**src/rtl/sfa_pkg.sv**
```systemverilog
`default_nettype none
package sfa_pkg;

    localparam int COORD_BITS = 32;
    localparam int FRAC_BITS  = 16;
    localparam int CFG_W      = 31;
    localparam int ACC_W      = 32;
    localparam int DIFF_W     = COORD_BITS + 1;
    localparam int MAG_W      = COORD_BITS;
    localparam int SQ_W       = 2 * MAG_W;
    localparam int SUM_W      = SQ_W + 2;
    localparam int ROOT_W     = SUM_W / 2;
    localparam int PROD_W     = MAG_W + CFG_W;
    localparam int QUO_W      = CFG_W;
    localparam int E2_W       = 2 * QUO_W;
    localparam int E2SUM_W    = E2_W + 2;
    localparam int TRY_W      = SUM_W + 2;
    localparam int DTRY_W     = PROD_W + 2;
    localparam int SBIT_W     = $clog2(ROOT_W);
    localparam int DBIT_W     = $clog2(QUO_W);
    localparam int SQRT_CELLS = ROOT_W;
    localparam int DIV_CELLS  = QUO_W;

    typedef enum logic [1:0] {
        MODE_SEEK   = 2'd0,
        MODE_FLEE   = 2'd1,
        MODE_ARRIVE = 2'd2
    } t_mode;

    typedef enum logic [1:0] {
        REG_MODE   = 2'd0,
        REG_MAXACC = 2'd1,
        REG_RADIUS = 2'd2,
        REG_INVT   = 2'd3
    } t_reg;

    typedef enum logic [1:0] {
        SEL_ZERO   = 2'd0,
        SEL_DIRECT = 2'd1,
        SEL_NORM   = 2'd2
    } t_sel;

    typedef struct packed {
        logic [1:0]       mode;
        logic [CFG_W-1:0] maxacc;
        logic [CFG_W-1:0] radius;
        logic [CFG_W-1:0] invt;
    } t_cfg;

    typedef struct packed {
        logic                         vld;
        logic [2:0]                   neg;
        t_sel                         sel;
        logic                         in_radius;
        logic [SUM_W-1:0]             rem;
        logic [ROOT_W-1:0]            root;
        logic [2:0][PROD_W-1:0]       num;
        logic [2:0][QUO_W-1:0]        quo;
    } t_item;

endpackage
`default_nettype wire

```
**src/rtl/sfa_sqrt_cell.sv**
```systemverilog
`default_nettype none
module sfa_sqrt_cell (
    input  wire logic                       i_clk,
    input  wire logic                       i_rst_n,
    input  wire logic                       i_adv,
    input  wire logic [sfa_pkg::SBIT_W-1:0] i_bit,
    input  sfa_pkg::t_item                  i_item,
    output sfa_pkg::t_item                  o_item
);
    localparam int T = sfa_pkg::TRY_W;

    logic [T-1:0]   c_try;
    logic           c_take;
    sfa_pkg::t_item r_item;
    sfa_pkg::t_item n_item;

    assign o_item = r_item;

    always_comb begin
        c_try  = (T'(i_item.root) << (T'(i_bit) + T'(1))) | (T'(1) << (T'(i_bit) << 1));
        c_take = c_try <= T'(i_item.rem);
        n_item = i_item;
        if (c_take) begin
            n_item.rem  = i_item.rem - sfa_pkg::SUM_W'(c_try);
            n_item.root = i_item.root | (sfa_pkg::ROOT_W'(1) << i_bit);
        end
    end

    always_ff @(posedge i_clk) begin
        if (!i_rst_n) begin
            r_item.vld <= 1'b0;
        end else if (i_adv) begin
            r_item <= n_item;
        end
    end
endmodule
`default_nettype wire

```
**config.mk**
```make
export PLATFORM = sky130hd
export DESIGN_NAME = sfa_sqrt_cell
export DESIGN_NICKNAME = d
export VERILOG_FILES = /design/src/rtl/sfa_pkg.sv /design/src/rtl/sfa_sqrt_cell.sv
export SDC_FILE = /design/constraint.sdc
export NUM_CORES = 1
export LEC_CHECK = 0
export ABC_AREA = 1
export BUFFER_PORTS_ARGS = -buffer_cell sky130_fd_sc_hd__clkbuf_2
export CORE_AREA = 2 2 302 304
export DETAILED_ROUTE_END_ITERATION = 7
export DIE_AREA = 0 0 304 306
export PLACE_DENSITY = 0.56
export SYNTH_ARGS = -nofsm -noshare
export SYNTH_HDL_FRONTEND = slang
export SYNTH_SLANG_ARGS = --single-unit
export TNS_END_PERCENT = 30
```
**constraint.sdc**
```tcl
create_clock -name i_clk -period 10.7 [get_ports i_clk]
set_input_delay 1.07 -clock i_clk [delete_from_list [all_inputs] [get_ports i_clk]]
set_output_delay 1.07 -clock i_clk [all_outputs]
set_load 0.03 [all_outputs]
```
After elaboration in Yosys (flattened, before gate mapping)
Cells that the tools add are included.
{"block": "totals", "elab_cells": 22, "inputBits": 397, "out_inout_bits": 388, "reg_bits": 388}
{"block": "op_classes", "order_cmp": 1, "add_sub_neg": 2, "reduce_logical": 1, "bitwise_logic": 2, "n_mux": 1, "shifts": 3}
{"cell": "$mux 99", "n": 1}
{"cell": "$le 68x66->1", "n": 1}
{"cell": "$or 68x68->68", "n": 1}
{"cell": "$shl 1x7->68 const A", "n": 1}
{"cell": "$shl 33x7->68", "n": 1}
{"cell": "$sub 66x66->66", "n": 1}
{"cell": "$or 33x33->33", "n": 1}
{"cell": "$shl 1x6->33 const A", "n": 1}
{"cell": "$add 6x1->7 const B", "n": 1}
{"cell": "$reduce_and 2->1", "n": 1}

Logic depth before layout (Yosys ltp)
{"block": "logic_depth", "depth_word": 5, "mapped_depth": 42, "depth_no_buf": 35}

Worst setup path before layout
Ideal clock, no wire load.
{"block": "synth_path", "path_kind": "input to register", "start": "input i_rst_n", "end": "register r_item, in the netlist o_item[0] (enable)", "arrival_time_ns": 8.511, "required_ns": 9.965, "n_path_buf": 0, "setup_slack_ns": 1.454, "setup_ns": 0.735, "cell_stages": 2, "path_cell_list": "nand2_1 inv_1"}
{"block": "synth_via", "elab_chain_len": 1}
{"element": "start, declared", "line_no": "sfa_sqrt_cell.sv:4", "text": "input wire logic i_rst_n,"}
{"element": "$reduce_and 2->1 (no source line)"}
{"element": "end signal, assigned", "line_no": "sfa_sqrt_cell.sv:33", "text": "r_item <= n_item;"}
{"element": "end, declared", "line_no": "sfa_sqrt_cell.sv:14", "text": "sfa_pkg::t_item r_item;"}
Every way passes these cells.
A chain may end at the register's enable or synchronous reset.

==> summary.txt <==
Outcome
  – Outcome: finished, final reports clean

Yosys
  – Post-synthesis compound-gate area fraction: 0.107
  – Sequential-to-total area share from yosys stat: 0.521
  – Xor/xnor share of the synthesized area: 0.0200
  – Mux share of post-synthesis cell area: 0.00582
  – Netlist Area Pre-Place: 0.0223 mm2
  – Post-Syn Nets: 3068
  – Area share of the largest cell type after synthesis: 0.520
  – Synth top area cells: edfxtp_1, nand2_1, ha_1
  – Main synth FF type: edfxtp_1
  – FFs w/ async S/R, synth: 0
  – Synth Area in Adders: 0.0776
  – Syn Area/Cell: 8.82 um2
  – Post-Syn Instances: 2533
  – Dominant cell type by area after synthesis: edfxtp_1
  – Post-synth EDFFs: 387
  – Post-Synth Simple-Gate Area: 0.189
  – Main combinational cell family by area after synthesis: simple AND/OR/NAND/NOR gates
  – Synthesis Warnings: 0
  – Unique cell type count in the Yosys netlist: 42
  – Register bit total from synthesis: 388

Global routing
  – First-pass GRT wire length: 170000 um
  – Number of global-route vias before repair: 21000
  – GRT Total Usage: 0.264
  – Gr busiest metal: met2
  – Aggregate global routing overflow: 0
  – Met1 Usage GRT: 0.312
  – Largest net degree at the start of global routing: 153
  – Grt met3 use: 0.111
  – M2 GR Usage: 0.433
  – Initial antenna violation count: 30

Placement
  – Sum of net half-perimeters after detailed placement: 108000 um
  – Placed instance count: 4428
  – I/O Buffers: 784
  – RePlAce Congestion: 1.01
  – DP Area: 0.0275 mm2

Critical path
  – CP bufs+invs: 6
  – Slowest stage cell, crit path: o21ai_0
  – Critical path class: in2reg
  – Crit-path max FO: 69
  – CP startpoint kind: primary input
  – Cell mode on critical path: nand2_1
  – Critical Path RT: 11.10 ns
  – Largest stage delay, worst path: 0.88 ns
  – Critical Path AT: 7.69 ns
  – CP delay by family, top: compound AO/OA/AOI/OAI gates
  – Worst setup EP type: register

Clock tree
  – Post-CTS sizing: 0
  – Skew-Pair Late Insertion Delay: 0.62 ns
  – H-tree depth: 2
  – Hold Buf Count CTS: 0
  – Clock sink total: 388
  – Post-CTS setup buffer count: 0
  – CTS tree: done
  – Clock Root Buffer: clkbuf_16
  – Worst-path clk slew: 0.06 ns
  – Max clock buf depth: 3
  – Cts bufs inserted: 47

Final layout
  – Area grow syn2layout: 30.3%
  – Finished Layout Cells: 4533
  – Filler cells: 9538
  – Final net count: 3836
  – Largest register FFs: 388
  – Post-route cell area: 0.0291 mm2
  – Ratio of cells with drive above 1 in the final layout: 0.266

Timing
  – Setup_tns: 0 ns
  – Period utilization: 0.682
  – Max-slew violation count: 0
  – Worst hold margin: 0.579 ns
  – Hold Violations, Final: 0
  – RSZ-0062 raised after global routing: no
  – Setup Viol. Count Final: 0
  – Slew HR: 0.245
  – Maximum clock rate: 137 MHz
  – Clk_skew: 0 ns
  – Crit path time final: 7.29 ns
  – Slew at the pin closest to its max-slew limit: 1.12 ns

Die
  – DIE AREA: 0.0930 mm2
  – Core area: 0.0896 mm2
  – Row cnt: 110
  – Die X-Extent: 304 um
  – IO Pins: 785
  – Die Height: 306 um
  – Starting density of the core: 0.249

Drt
  – Initial drt markers: 2134
  – Antenna-violating nets left: 0
  – Aggregate routed wire length: 128000 um
  – Vias/cell: 4.77
  – Wire per inst: 28.1 um
  – Number of remaining DRC errors: 0
  – Vias: 21600
  – Drt pass-1 iters: 8

Hold path
  – Hold Crit Class: reg2reg

Power
  – Leak pwr: 13.7 nW
  – Total power: 5.14 mW
  – Power per cell area: 176 mW/mm2
  – Peak VDD IR: 0.000126 V

Job
  – Max cap viols: 0
-- report_power, final --
group | internal [mW] | total, mW | switching, mW | leakage (nW)
Clock | 0.938 | 1.64 | 0.707 | 0.748
Combinational | 0.431 | 1.60 | 1.17 | 9.35
Sequential | 1.83 | 1.89 | 0.0560 | 3.63
-- layout by cell type, fill, tap and decap left out, types with 12 or more instances in the layout --
master,count
diode_2,19
o21ai_1,42
clkbuf_2,784
a21oi_1,149
nand2_1,652
ha_1,137
nor2_1,207
nand3_1,155
xor2_1,35
mux2i_1,13
xnor2_1,16
clkbuf_1,13
inv_1,360
buf_4,17
nor3_1,23
o21ai_0,141
o211ai_1,12
edfxtp_1,387
a31oi_1,32
clkbuf_16,47
-- final cells by class --
cell class              count  area (um2)  share of cell area
flip-flops and latches    388       11600               0.400
inverters                 373        1410              0.0483
clock inverters            26         314              0.0108
repair buffers            802        4070               0.140
clock buffers              60        1220              0.0421
multi-input cells        1689        8940               0.307
well taps                1176        1470              0.0505
diodes                     19        47.5             0.00163
-- path summary, 6_finish.rpt --
kind / start / endpoint / slack, ns / cells past startpoint
max: i_bit[0] / o_item[377]$_DFFE_PP_ / 3.41 / 25
min: o_item[387]$_SDFFE_PN0P_ / o_item[387]$_SDFFE_PN0P_ / 0.58 / 2
max reg2reg: o_item[387]$_SDFFE_PN0P_ / o_item[387]$_SDFFE_PN0P_ / 10.04 / 2
min reg2reg: o_item[387]$_SDFFE_PN0P_ / o_item[387]$_SDFFE_PN0P_ / 0.58 / 2
-- cells by family (layout without fill, tap and decap cells) --
kind of cell / count (synthesis) / count (layout)
other: 0 / 19
XOR/XNOR: 51 / 51
multiplexers: 13 / 13
AND/OR/NAND/NOR: 1055 / 1055
flip-flops: 388 / 388
buffers and inverters: 456 / 1261
AO/OA/AOI/OAI: 432 / 432
adder cells (fa/ha/maj): 138 / 138
-- layer usage --
metal,part of all wire,vias to the layer above
met5,0.00093,-
met4,0.035,18
met3,0.12,170
met2,0.46,1031
met1,0.38,10500
li1,-,9962
-- stage by stage --
step	worst slack, ns	util
detailed placement	2.86	0.307
floorplan	1.45	-
global placement	2.87	0.307
CTS	3.56	0.324
finish	3.41	0.325
global route	2.95	0.324
-- synthesized netlist by cell type (2+ instances only) --
library cell  count
nand2_1         654
edfxtp_1        387
inv_1           361
nor2_1          208
nand3_1         155
a21oi_1         149
o21ai_0         141
ha_1            137
o21ai_1          42
clkbuf_1         41
xor2_1           35
a31oi_1          32
buf_2            26
nor3_1           23
xnor2_1          16
mux2i_1          13
o211ai_1         12
a21o_1           10
inv_2            10
o21bai_1         10
o21a_1            9
buf_1             8
buf_4             8
a21boi_0          7
o221ai_1          6
o22ai_1           6
or2_2             5
nand4_1           3
a211oi_1          2
clkinv_1          2
nand3b_1          2
nor4_1            2
o31ai_1           2
-- tightest hold or removal path, delay by kind of cell, from the launching register on --
family,cells,cell delay [ns]
compound gates,2,0.22
flops,1,0.32
Power figures use the tool's default switching activity.
