File: src/rtl/sfa_pkg.sv
`default_nettype none
package sfa_pkg;

    localparam int COORD_BITS = 32;
    localparam int FRAC_BITS  = 16;
    localparam int CFG_W      = 31;
    localparam int ACC_W      = 32;
    localparam int DIFF_W     = COORD_BITS + 1;
    localparam int MAG_W      = COORD_BITS;
    localparam int SQ_W       = 2 * MAG_W;
    localparam int SUM_W      = SQ_W + 2;
    localparam int ROOT_W     = SUM_W / 2;
    localparam int PROD_W     = MAG_W + CFG_W;
    localparam int QUO_W      = CFG_W;
    localparam int E2_W       = 2 * QUO_W;
    localparam int E2SUM_W    = E2_W + 2;
    localparam int TRY_W      = SUM_W + 2;
    localparam int DTRY_W     = PROD_W + 2;
    localparam int SBIT_W     = $clog2(ROOT_W);
    localparam int DBIT_W     = $clog2(QUO_W);
    localparam int SQRT_CELLS = ROOT_W;
    localparam int DIV_CELLS  = QUO_W;

    typedef enum logic [1:0] {
        MODE_SEEK   = 2'd0,
        MODE_FLEE   = 2'd1,
        MODE_ARRIVE = 2'd2
    } t_mode;

    typedef enum logic [1:0] {
        REG_MODE   = 2'd0,
        REG_MAXACC = 2'd1,
        REG_RADIUS = 2'd2,
        REG_INVT   = 2'd3
    } t_reg;

    typedef enum logic [1:0] {
        SEL_ZERO   = 2'd0,
        SEL_DIRECT = 2'd1,
        SEL_NORM   = 2'd2
    } t_sel;

    typedef struct packed {
        logic [1:0]       mode;
        logic [CFG_W-1:0] maxacc;
        logic [CFG_W-1:0] radius;
        logic [CFG_W-1:0] invt;
    } t_cfg;

    typedef struct packed {
        logic                         vld;
        logic [2:0]                   neg;
        t_sel                         sel;
        logic                         in_radius;
        logic [SUM_W-1:0]             rem;
        logic [ROOT_W-1:0]            root;
        logic [2:0][PROD_W-1:0]       num;
        logic [2:0][QUO_W-1:0]        quo;
    } t_item;

endpackage
`default_nettype wire

File: src/rtl/sfa_div_cell.sv
`default_nettype none
module sfa_div_cell (
    input  wire logic                       i_clk,
    input  wire logic                       i_rst_n,
    input  wire logic                       i_adv,
    input  wire logic [sfa_pkg::DBIT_W-1:0] i_bit,
    input  sfa_pkg::t_item                  i_item,
    output sfa_pkg::t_item                  o_item
);
    localparam int T = sfa_pkg::DTRY_W;

    logic [T-1:0]   c_try;
    logic           c_take;
    sfa_pkg::t_item r_item;
    sfa_pkg::t_item n_item;

    assign o_item = r_item;

    always_comb begin
        c_try  = T'(i_item.root) << i_bit;
        n_item = i_item;
        c_take = 1'b0;
        if (i_item.sel == sfa_pkg::SEL_NORM) begin
            for (int i = 0; i < 3; i++) begin
                c_take = c_try <= T'(i_item.num[i]);
                n_item.quo[i][i_bit] = c_take;
                if (c_take) begin
                    n_item.num[i] = i_item.num[i] - sfa_pkg::PROD_W'(c_try);
                end
            end
        end
    end

    always_ff @(posedge i_clk) begin
        if (!i_rst_n) begin
            r_item.vld <= 1'b0;
        end else if (i_adv) begin
            r_item <= n_item;
        end
    end
endmodule
`default_nettype wire

File: config.mk
export PLATFORM = sky130hd
export DESIGN_NAME = sfa_div_cell
export DESIGN_NICKNAME = d
export VERILOG_FILES = /design/src/rtl/sfa_pkg.sv /design/src/rtl/sfa_div_cell.sv
export SDC_FILE = /design/constraint.sdc
export NUM_CORES = 1
export LEC_CHECK = 0
export BUFFER_PORTS_ARGS = -buffer_cell sky130_fd_sc_hd__clkbuf_2
export CAP_MARGIN = 20
export CORE_MARGIN = 10
export CORE_UTILIZATION = 38
export CTS_CLUSTER_DIAMETER = 100
export CTS_CLUSTER_SIZE = 25
export DETAILED_ROUTE_END_ITERATION = 12
export PLACE_DENSITY = 0.71
export SYNTH_ARGS = -nofsm -noshare
export SYNTH_HDL_FRONTEND = slang
export SYNTH_SLANG_ARGS = --single-unit
File: constraint.sdc
create_clock -name i_clk -period 13.05 [get_ports i_clk]
set_clock_uncertainty 0.05 [all_clocks]
set_input_delay 0.6525 -clock i_clk [delete_from_list [all_inputs] [get_ports i_clk]]
set_output_delay 0.6525 -clock i_clk [all_outputs]
set_load 0.01 [all_outputs]
; Word-level counts from Yosys, hierarchy flattened
; Index checks and enable logic that the tools add are counted.
; W data, S select, Z words.
[word_totals]
word_cells = 33
out_inout_bits = 388
ff_bits = 388
inputBits = 396
[classes]
reduce_logical = 2
magnitude_cmp = 5
muxes = 9
add_sub_neg = 3
n_eq_ne = 1
n_shift = 1
[op_table]
columns = operator, n
row1 = $mux W282, 1
row2 = $le A65 B63 Y1, 3
row3 = $mux W63, 3
row4 = $sub A63 B63 Y63, 3
row5 = $bwmux W31, 3
row6 = $shl A33 B5 Y65, 1
row7 = $lt A5 B6 Y1 const B, 1
row8 = $demux W1 S5, 1
row9 = $ge A5 B1 Y1 const B, 1
row10 = $eq A2 B2 Y1 const B, 1
row11 = $reduce_and A2 Y1, 1
row12 = $logic_and A1 B1 Y1, 1
row13 = $mux W1, 1

; Longest topological paths before layout
; Gate-level depths: netlist of run 1.
[depth]
ltp_word = 6
mapped_depth = 26
ltp_nobuf = 21

; Least setup slack after synthesis of run 1
; No wires, ideal clock.
[synth_path]
path_kind = input to register
from = input i_adv
to = register r_item (netlist bit o_item[0]) (enable)
arrival_time_ns = 9.358
path_buffers = 0
t_required_ns = 12.202
setup_slack_ns = 2.844
setup_time_ns = 0.798
cell_stages = 1
cell_sequence = and2_1
[synth_between]
elab_chain_len = 1
[synth_lines]
columns = item, line_no
row1 = from (decl), sfa_div_cell.sv:5  ; input wire logic i_adv,
row2 = $reduce_and A2 Y1 (no source line), --
row3 = to (signal assigned), sfa_div_cell.sv:38  ; r_item <= n_item;
row4 = to (decl), sfa_div_cell.sv:14  ; sfa_pkg::t_item r_item;
; Every way passes these cells.
; A chain may end at the register's enable or synchronous reset.

==> results of run 1 <==
cell families after synthesis:
group | count (synthesis) | share of synthesized area (%)
compound gates | 1062 | 20.07
xor+xnor | 169 | 4.520
fa+ha+maj | 378 | 14.51
buf+inv | 489 | 5.743
flops | 388 | 35.55
mux | 153 | 5.880
simple gates | 992 | 13.72
routing by layer:
metal	wire length, um	up-vias
met2	73330	1751
li1	-	14310
met1	70420	15570
met4	4895	18
met5	111	-
met3	17220	210
cell type report:
type / instances / share of cell area [%]
clock buffer: 30 / 1.619
antenna: 13 / 0.08450
sequential: 388 / 30.24
inverter: 311 / 3.032
tap: 1144 / 3.718
multi-input combinational: 2754 / 50.05
timing repair buffer: 809 / 10.77
clock inverter: 13 / 0.4843
worst max-delay path by stage:
| stage | from | end | slack (ps) |
|---|---|---|---|
| after global placement | i_bit[1] | o_item[50]$_DFFE_PP_ | 5150 |
| after CTS | i_bit[1] | o_item[38]$_DFFE_PP_ | 5670 |
| after detailed placement | i_bit[1] | o_item[31]$_DFFE_PP_ | 5010 |
| after floorplan | i_adv | o_item[0]$_DFFE_PP_ | 2840 |
| final | i_bit[1] | o_item[38]$_DFFE_PP_ | 5480 |
| after global routing | i_bit[1] | o_item[49]$_DFFE_PP_ | 5280 |
stage by stage:
stage	total power [mW]	util, %	hold slack, ps	setup WS, ps
floorplan	2.588	-	488.3	2844
global placement	3.291	44.11	463.2	5151
detailed placement	3.286	44.12	482.8	5005
CTS	4.158	45.07	102.6	5666
global route	4.358	45.13	121.7	5280
finish	4.188	45.14	128.7	5480
where the power goes:
group | switching, mW | leakage, nW | internal (mW)
combinational | 1.20 | 13.9 | 0.581
clock | 0.503 | 0.379 | 0.367
sequential | 0.0424 | 3.62 | 1.50
cell usage after synthesis (all sizes together), types with 5 or more instances:
| cell | instances | share of area, % |
|---|---|---|
| nand3 | 57 | 0.87 |
| clkbuf | 137 | 1.6 |
| xor2 | 80 | 2.1 |
| nor3b | 5 | 0.11 |
| mux2 | 105 | 3.6 |
| inv | 311 | 3.6 |
| o2111ai | 5 | 0.13 |
| a221oi | 9 | 0.26 |
| buf | 41 | 0.61 |
| a211oi | 33 | 0.77 |
| nor2 | 210 | 2.4 |
| nor2b | 23 | 0.44 |
| o22a | 13 | 0.35 |
| o221ai | 9 | 0.24 |
| edfxtp | 387 | 35 |
| o31ai | 24 | 0.59 |
| nand2b | 28 | 0.53 |
| and2 | 18 | 0.34 |
| a21oi | 298 | 4.6 |
| or3 | 16 | 0.31 |
| xnor2 | 89 | 2.4 |
| o21a | 26 | 0.60 |
| o21bai | 49 | 1.1 |
| a21boi | 11 | 0.25 |
| mux4 | 21 | 1.4 |
| a211o | 9 | 0.24 |
| a31oi | 40 | 0.81 |
| mux2i | 27 | 0.83 |
| ha | 375 | 14 |
| nor4 | 12 | 0.23 |
| a21o | 145 | 3.3 |
| or4 | 5 | 0.11 |
| or2 | 14 | 0.27 |
| a221o | 5 | 0.15 |
| o21ai | 321 | 4.9 |
| o211ai | 14 | 0.32 |
| nor3 | 57 | 0.87 |
| nand4 | 57 | 1.1 |
| a2111oi | 8 | 0.25 |
| and3 | 35 | 0.67 |
| nand2 | 439 | 5.0 |
critical path: stages:
cell and delay [ps]:
sky130_fd_sc_hd__clkbuf_2 70, sky130_fd_sc_hd__buf_4 480, sky130_fd_sc_hd__mux2_2 410, sky130_fd_sc_hd__o21ai_0 530, sky130_fd_sc_hd__nor2_1 80, sky130_fd_sc_hd__a21oi_1 410, sky130_fd_sc_hd__mux2_2 270, sky130_fd_sc_hd__nor2_1 40
sky130_fd_sc_hd__nor2_1 500, sky130_fd_sc_hd__inv_1 230, sky130_fd_sc_hd__ha_1 570, sky130_fd_sc_hd__nand4_1 380, sky130_fd_sc_hd__nor3_1 500, sky130_fd_sc_hd__nand3_1 180, sky130_fd_sc_hd__a21oi_1 270, sky130_fd_sc_hd__a2111oi_0 140
sky130_fd_sc_hd__o21ai_1 730, sky130_fd_sc_hd__nand2_1 840, sky130_fd_sc_hd__mux2_2 560
==> impl_metrics.xml, run 1 <==
<?xml version="1.0" encoding="UTF-8"?>
<metrics>
  <group name="critical_path">
    <metric name="r2r_start" unit="">o_item[387]$_SDFFE_PN0P_</metric>
    <metric name="worst-path-max-fanout" unit="">50</metric>
    <metric name="critical_path.reg2reg.endpoint" unit="">o_item[387]$_SDFFE_PN0P_</metric>
    <metric name="r2r_cells" unit="">2</metric>
    <metric name="worst_ep_arrival_time" unit="ps">7900</metric>
    <metric name="timing_worst_setup_path_type" unit="">in2reg</metric>
    <metric name="timing.critical_path.to_type" unit="">flop</metric>
    <metric name="cp_data_required_time" unit="ps">13380</metric>
    <metric name="crit_path_start_kind" unit="">primary input</metric>
    <metric name="reg2reg_slack" unit="ps">12390</metric>
  </group>
  <group name="grt">
    <metric name="grt_pass1_vias" unit="">30250</metric>
    <metric name="grt_antenna_before_repair" unit="">31</metric>
    <metric name="met1_track_demand_over_resource" unit="%">43.81</metric>
    <metric name="gr_peak_layer" unit="">met2</metric>
    <metric name="grt_start_max_net_pins" unit="">171</metric>
    <metric name="grt_overflow" unit="">0</metric>
    <metric name="global_route_wire_length_before_repair" unit="um">228500</metric>
    <metric name="global_route.usage.total" unit="%">31.77</metric>
    <metric name="global_route.usage.met2" unit="%">49.21</metric>
    <metric name="met3_usage" unit="%">7.231</metric>
  </group>
  <group name="drt">
    <metric name="detailedRoute.firstIterationViolations" unit="">4206</metric>
    <metric name="number_of_vias_per_cell_after_detailed_routing" unit="">5.834</metric>
    <metric name="detail_route.drc_violations" unit="">0</metric>
    <metric name="drt-total-wl" unit="um">166000</metric>
    <metric name="detail_route.first_pass.iterations" unit="">6</metric>
    <metric name="wl_per_cell" unit="um">30.39</metric>
    <metric name="dr_total_vias" unit="">31860</metric>
    <metric name="ant_nets" unit="">0</metric>
  </group>
  <group name="timing">
    <metric name="slew_headroom" unit="%">18.10</metric>
    <metric name="timing.final.setup_violations" unit="">0</metric>
    <metric name="finalCritPeriodShare" unit="%">58.01</metric>
    <metric name="finalHoldViolations" unit="">0</metric>
    <metric name="final_period_minus_worst_setup_slack" unit="ps">7570</metric>
    <metric name="worst_slew_pin_slew" unit="ps">1228</metric>
    <metric name="setup_total_negative_slack" unit="ps">0</metric>
    <metric name="drv_slew" unit="">0</metric>
    <metric name="setup_repair_after_global_routing_missed_its_margin" unit="">no</metric>
    <metric name="clock.fmax" unit="MHz">132.1</metric>
  </group>
  <group name="floorplan">
    <metric name="design.die.area" unit="um^2">98320</metric>
    <metric name="rows" unit="">107</metric>
    <metric name="io_pins" unit="">784</metric>
    <metric name="initial_core_util" unit="%">38.40</metric>
    <metric name="die_outline_height" unit="um">313.6</metric>
    <metric name="core" unit="um^2">85280</metric>
    <metric name="die_x" unit="um">313.6</metric>
  </group>
  <group name="placement">
    <metric name="dpl_cell_area" unit="um^2">37630</metric>
    <metric name="placement.io_buffers" unit="">783</metric>
    <metric name="dp.cells" unit="">5405</metric>
    <metric name="place_hpwl" unit="um">141200</metric>
    <metric name="finalWeightedCongestion" unit="">1.022</metric>
  </group>
  <group name="cells_and_area">
    <metric name="flip_flop_count_of_the_largest_register_after_layout" unit="">388</metric>
    <metric name="layout_overhead_on_the_synthesized_area" unit="%">17.56</metric>
    <metric name="final_common_cell" unit="">sky130_fd_sc_hd__clkbuf_2</metric>
    <metric name="most-common-layout-cells" unit="">sky130_fd_sc_hd__clkbuf_2 (783), sky130_fd_sc_hd__nand2_1 (439), sky130_fd_sc_hd__edfxtp_1 (387)</metric>
    <metric name="stdcell_count" unit="">5462</metric>
    <metric name="final-seq-area" unit="um^2">11640</metric>
    <metric name="multiInputGateArea" unit="um^2">19270</metric>
    <metric name="nets" unit="">5062</metric>
    <metric name="post-route-cell-area" unit="um^2">38500</metric>
    <metric name="fillCellCount" unit="">8453</metric>
    <metric name="drive_gt1_share" unit="%">23.23</metric>
  </group>
  <group name="worst_hold_path">
    <metric name="hold_path_class" unit="">in2reg</metric>
    <metric name="worst_hold_path.num_cells" unit="">1</metric>
    <metric name="min_to" unit="">o_item[320]$_DFFE_PP_</metric>
    <metric name="timing.hold.worst.start" unit="">i_item[320]</metric>
  </group>
  <group name="logic_synthesis">
    <metric name="syn_nets" unit="">4405</metric>
    <metric name="asyncSetResetFlopFracSynth" unit="%">0</metric>
    <metric name="postSynthCellCount" unit="">3631</metric>
    <metric name="dominant_register_cell_in_the_synthesized_netlist" unit="">sky130_fd_sc_hd__edfxtp_1</metric>
    <metric name="ys.warnings.count" unit="">0</metric>
    <metric name="post_synth_num_cell_types" unit="">89</metric>
    <metric name="ys_ff_latch" unit="">388</metric>
    <metric name="synthesis.area" unit="um^2">32750</metric>
    <metric name="syn_area_per_cell" unit="um^2">9.019</metric>
    <metric name="synth_sequential_area_ratio" unit="%">35.55</metric>
    <metric name="synth_enable_flop_cells" unit="">387</metric>
  </group>
  <group name="power">
    <metric name="power_per_cell_area" unit="nW/um^2">108.8</metric>
    <metric name="worst_ir_drop_on_vdd" unit="V">0.00009315</metric>
    <metric name="cellLeakagePower" unit="nW">17.93</metric>
  </group>
  <group name="cts">
    <metric name="cts_num_sinks" unit="">388</metric>
    <metric name="clock_latency_at_the_later_pin_of_the_worst_skew_pair" unit="ps">620</metric>
    <metric name="tritoncts_clock_tree" unit="">done</metric>
    <metric name="number_of_gates_given_a_new_drive_strength_after_cts" unit="">0</metric>
    <metric name="clk_path_buf_depth" unit="">3</metric>
    <metric name="numCtsBuffers" unit="">24</metric>
    <metric name="htree_num_levels" unit="">1</metric>
    <metric name="path_clk_slew" unit="ps">120</metric>
    <metric name="cts_root_buf" unit="">sky130_fd_sc_hd__clkbuf_16</metric>
    <metric name="cts_hold_repair.buffers" unit="">0</metric>
    <metric name="cts_setup_buffers" unit="">0</metric>
  </group>
  <group name="status">
    <metric name="result_of_the_run" unit="">completed</metric>
  </group>
  <group name="job">
    <metric name="drv.max_cap_violation_count" unit="">0</metric>
  </group>
</metrics>
Note: power is estimated with default switching activity, not from simulation.
==> inputs of run 2 (changes only) <==
--- a/config.mk
+++ b/config.mk
@@ -12,7 +12,7 @@
 export CTS_CLUSTER_DIAMETER = 100
 export CTS_CLUSTER_SIZE = 25
 export DETAILED_ROUTE_END_ITERATION = 12
-export PLACE_DENSITY = 0.71
+export PLACE_DENSITY = 0.73
 export SYNTH_ARGS = -nofsm -noshare
 export SYNTH_HDL_FRONTEND = slang
 export SYNTH_SLANG_ARGS = --single-unit
==> constraint.sdc (replaced) <==
create_clock -name i_clk -period 6.7 [get_ports i_clk]
set_clock_uncertainty 0.05 [all_clocks]
set_input_delay 0.335 -clock i_clk [delete_from_list [all_inputs] [get_ports i_clk]]
set_output_delay 0.335 -clock i_clk [all_outputs]
set_load 0.01 [all_outputs]
==> impl_metrics.xml, run 2 (synthesis results as in run 1) <==
<?xml version="1.0" encoding="UTF-8"?>
<metrics>
  <group name="status">
    <metric name="result_of_the_run" unit="">finished with violations</metric>
    <metric name="failing_checks" unit="">negative hold slack</metric>
  </group>
  <group name="drt">
    <metric name="detail_route.drc_violations" unit="">0</metric>
    <metric name="wl_per_cell" unit="um">28.98</metric>
    <metric name="dr_total_vias" unit="">33660</metric>
    <metric name="detailedRoute.firstIterationViolations" unit="">4335</metric>
    <metric name="drt-total-wl" unit="um">170100</metric>
    <metric name="ant_nets" unit="">0</metric>
    <metric name="detail_route.first_pass.iterations" unit="">6</metric>
    <metric name="number_of_vias_per_cell_after_detailed_routing" unit="">5.735</metric>
  </group>
  <group name="floorplan">
    <metric name="design.die.area" unit="um^2">98320</metric>
    <metric name="die_outline_height" unit="um">313.6</metric>
    <metric name="rows" unit="">107</metric>
    <metric name="core" unit="um^2">85280</metric>
    <metric name="initial_core_util" unit="%">38.40</metric>
    <metric name="io_pins" unit="">784</metric>
    <metric name="die_x" unit="um">313.6</metric>
  </group>
  <group name="cts">
    <metric name="clk_path_buf_depth" unit="">3</metric>
    <metric name="htree_num_levels" unit="">1</metric>
    <metric name="cts_num_sinks" unit="">388</metric>
    <metric name="path_clk_slew" unit="ps">100</metric>
    <metric name="cts_root_buf" unit="">sky130_fd_sc_hd__clkbuf_16</metric>
    <metric name="clock_latency_at_the_later_pin_of_the_worst_skew_pair" unit="ps">660</metric>
    <metric name="tritoncts_clock_tree" unit="">done</metric>
    <metric name="numCtsBuffers" unit="">26</metric>
    <metric name="cts_setup_buffers" unit="">0</metric>
  </group>
  <group name="timing">
    <metric name="drv_slew" unit="">0</metric>
    <metric name="final.setup.worst_slack" unit="ps">621.1</metric>
    <metric name="timing.final.setup_violations" unit="">0</metric>
    <metric name="setup_repair_after_global_routing_missed_its_margin" unit="">no</metric>
    <metric name="clock.fmax" unit="MHz">164.5</metric>
    <metric name="finalHoldViolations" unit="">1</metric>
    <metric name="finalCritPeriodShare" unit="%">90.73</metric>
    <metric name="setup_total_negative_slack" unit="ps">0</metric>
    <metric name="final_period_minus_worst_setup_slack" unit="ps">6079</metric>
    <metric name="slew_headroom" unit="%">20.60</metric>
    <metric name="final.hold.worst_slack" unit="ps">-4.559</metric>
    <metric name="worst_slew_pin_slew" unit="ps">1182</metric>
  </group>
  <group name="power">
    <metric name="worst_ir_drop_on_vdd" unit="V">0.0002122</metric>
    <metric name="design_power_total" unit="mW">8.604</metric>
    <metric name="cellLeakagePower" unit="nW">19.80</metric>
    <metric name="power_per_cell_area" unit="nW/um^2">202.7</metric>
  </group>
  <group name="cells_and_area">
    <metric name="post-route-cell-area" unit="um^2">42450</metric>
    <metric name="most-common-layout-cells" unit="">sky130_fd_sc_hd__clkbuf_2 (783), sky130_fd_sc_hd__nand2_1 (439), sky130_fd_sc_hd__edfxtp_1 (387)</metric>
    <metric name="drive_gt1_share" unit="%">24.07</metric>
    <metric name="fillCellCount" unit="">8151</metric>
    <metric name="stdcell_count" unit="">5869</metric>
    <metric name="nets" unit="">5462</metric>
    <metric name="flip_flop_count_of_the_largest_register_after_layout" unit="">388</metric>
    <metric name="layout_overhead_on_the_synthesized_area" unit="%">29.64</metric>
    <metric name="utilization" unit="%">49.78</metric>
    <metric name="final_common_cell" unit="">sky130_fd_sc_hd__clkbuf_2</metric>
  </group>
  <group name="critical_path">
    <metric name="crit_path_max_incr_delay" unit="ps">730</metric>
    <metric name="reg2reg_slack" unit="ps">5480</metric>
    <metric name="crit_path_start_kind" unit="">primary input</metric>
    <metric name="worst-path-max-fanout" unit="">56</metric>
    <metric name="critical_path_buf_inv_count" unit="">4</metric>
    <metric name="timing_worst_setup_path_type" unit="">in2reg</metric>
    <metric name="timing.critical_path.max_delay_family" unit="">compound AO/OA/AOI/OAI gates</metric>
    <metric name="timing.critical_path.to_type" unit="">flop</metric>
    <metric name="worst_ep_arrival_time" unit="ps">6440</metric>
    <metric name="cp_data_required_time" unit="ps">7060</metric>
    <metric name="path_common_cell" unit="">sky130_fd_sc_hd__nand2_1</metric>
    <metric name="crit_path_cell_trace" unit="">dlygate4sd3_1 -&gt; clkbuf_2 -&gt; mux4_2 -&gt; nand2_1 -&gt; nand2_1 -&gt; o21ai_0 -&gt; o22a_1 -&gt; inv_1 -&gt; ha_1 -&gt; a21o_1 -&gt; a21o_1 -&gt; a21oi_1 -&gt; o21ai_0 -&gt; a211oi_2 -&gt; nand2_1 -&gt; a2111oi_2 -&gt; nor2_4 -&gt; buf_12 -&gt; o31ai_1</metric>
    <metric name="crit_path_top_delay_cell" unit="">sky130_fd_sc_hd__a2111oi_2</metric>
  </group>
  <group name="grt">
    <metric name="global_route.usage.total" unit="%">32.69</metric>
    <metric name="global_route_wire_length_before_repair" unit="um">236500</metric>
    <metric name="grt_antenna_before_repair" unit="">37</metric>
    <metric name="grt_pass1_vias" unit="">32470</metric>
    <metric name="grt_start_max_net_pins" unit="">158</metric>
    <metric name="grt_overflow" unit="">0</metric>
  </group>
  <group name="placement">
    <metric name="finalWeightedCongestion" unit="">1.045</metric>
    <metric name="dp.cells" unit="">5534</metric>
    <metric name="placement.io_buffers" unit="">783</metric>
    <metric name="place_hpwl" unit="um">141000</metric>
    <metric name="dpl_cell_area" unit="um^2">38750</metric>
    <metric name="post-place-ws" unit="ps">356.7</metric>
  </group>
  <group name="worst_hold_path">
    <metric name="hold_path_class" unit="">in2reg</metric>
  </group>
  <group name="job">
    <metric name="drv.max_cap_violation_count" unit="">0</metric>
  </group>
</metrics>
[run 2: cell count changes in the layout (fill, tap and decap cells not counted), sizes merged]
| cell | previous run | this run |
|---|---|---|
| clkinvlp | 2 | 1 |
| inv | 317 | 314 |
| clkbuf | 813 | 818 |
| clkinv | 5 | 9 |
| buf | 26 | 154 |
| diode | 13 | 17 |
| dlygate4sd3 | 0 | 270 |
[run 2: worst paths after layout]
check                            from                  endpoint  cells after the start
max reg2reg  o_item[387]$_SDFFE_PN0P_  o_item[387]$_SDFFE_PN0P_                      3
min reg2reg  o_item[387]$_SDFFE_PN0P_  o_item[387]$_SDFFE_PN0P_                      3
min                       i_item[202]     o_item[202]$_DFFE_PP_                      3
max                       i_item[310]     o_item[188]$_DFFE_PP_                     19
[run 2: area by class of cell]
class | instances | area (um^2) | area share (%)
Tap cell | 1144 | 1431 | 3.372
Clock buffer | 35 | 704.4 | 1.659
Clock inverter | 13 | 254.0 | 0.5983
Antenna cell | 17 | 42.54 | 0.1002
Sequential cell | 388 | 11640 | 27.42
Timing Repair Buffer | 1207 | 7940 | 18.70
Inverter | 311 | 1167 | 2.750
Multi-Input combinational cell | 2754 | 19270 | 45.39
[run 2: repair_timing]
| action | in CTS | in global routing |
|---|---|---|
| gates resized for setup | 0 | 0 |
| hold buffers | 270 | 0 |
| hold endpoints to repair | 269 | 0 |
[run 2: per-layer routing]
layer | global-route usage (%) | wire (um)
met5 | 0 | 149
met4 | 11.43 | 6456
met3 | 9.213 | 19070
met2 | 50.88 | 75300
met1 | 43.06 | 69090
[run 2: power breakdown]
| part | total (mW) | switching [mW] | internal [mW] |
|---|---|---|---|
| clock network | 1.88 | 1.07 | 0.809 |
| logic | 3.71 | 2.37 | 1.34 |
| registers | 3.02 | 0.0965 | 2.92 |
[run 2: worst reg2reg max path: cells and delay by family, from the launching register on]
family | cells | cell delay (ps)
flip-flops | 1 | 320
buffers and inverters | 1 | 560
multiplexers | 1 | 120
AND/OR/NAND/NOR | 1 | 60
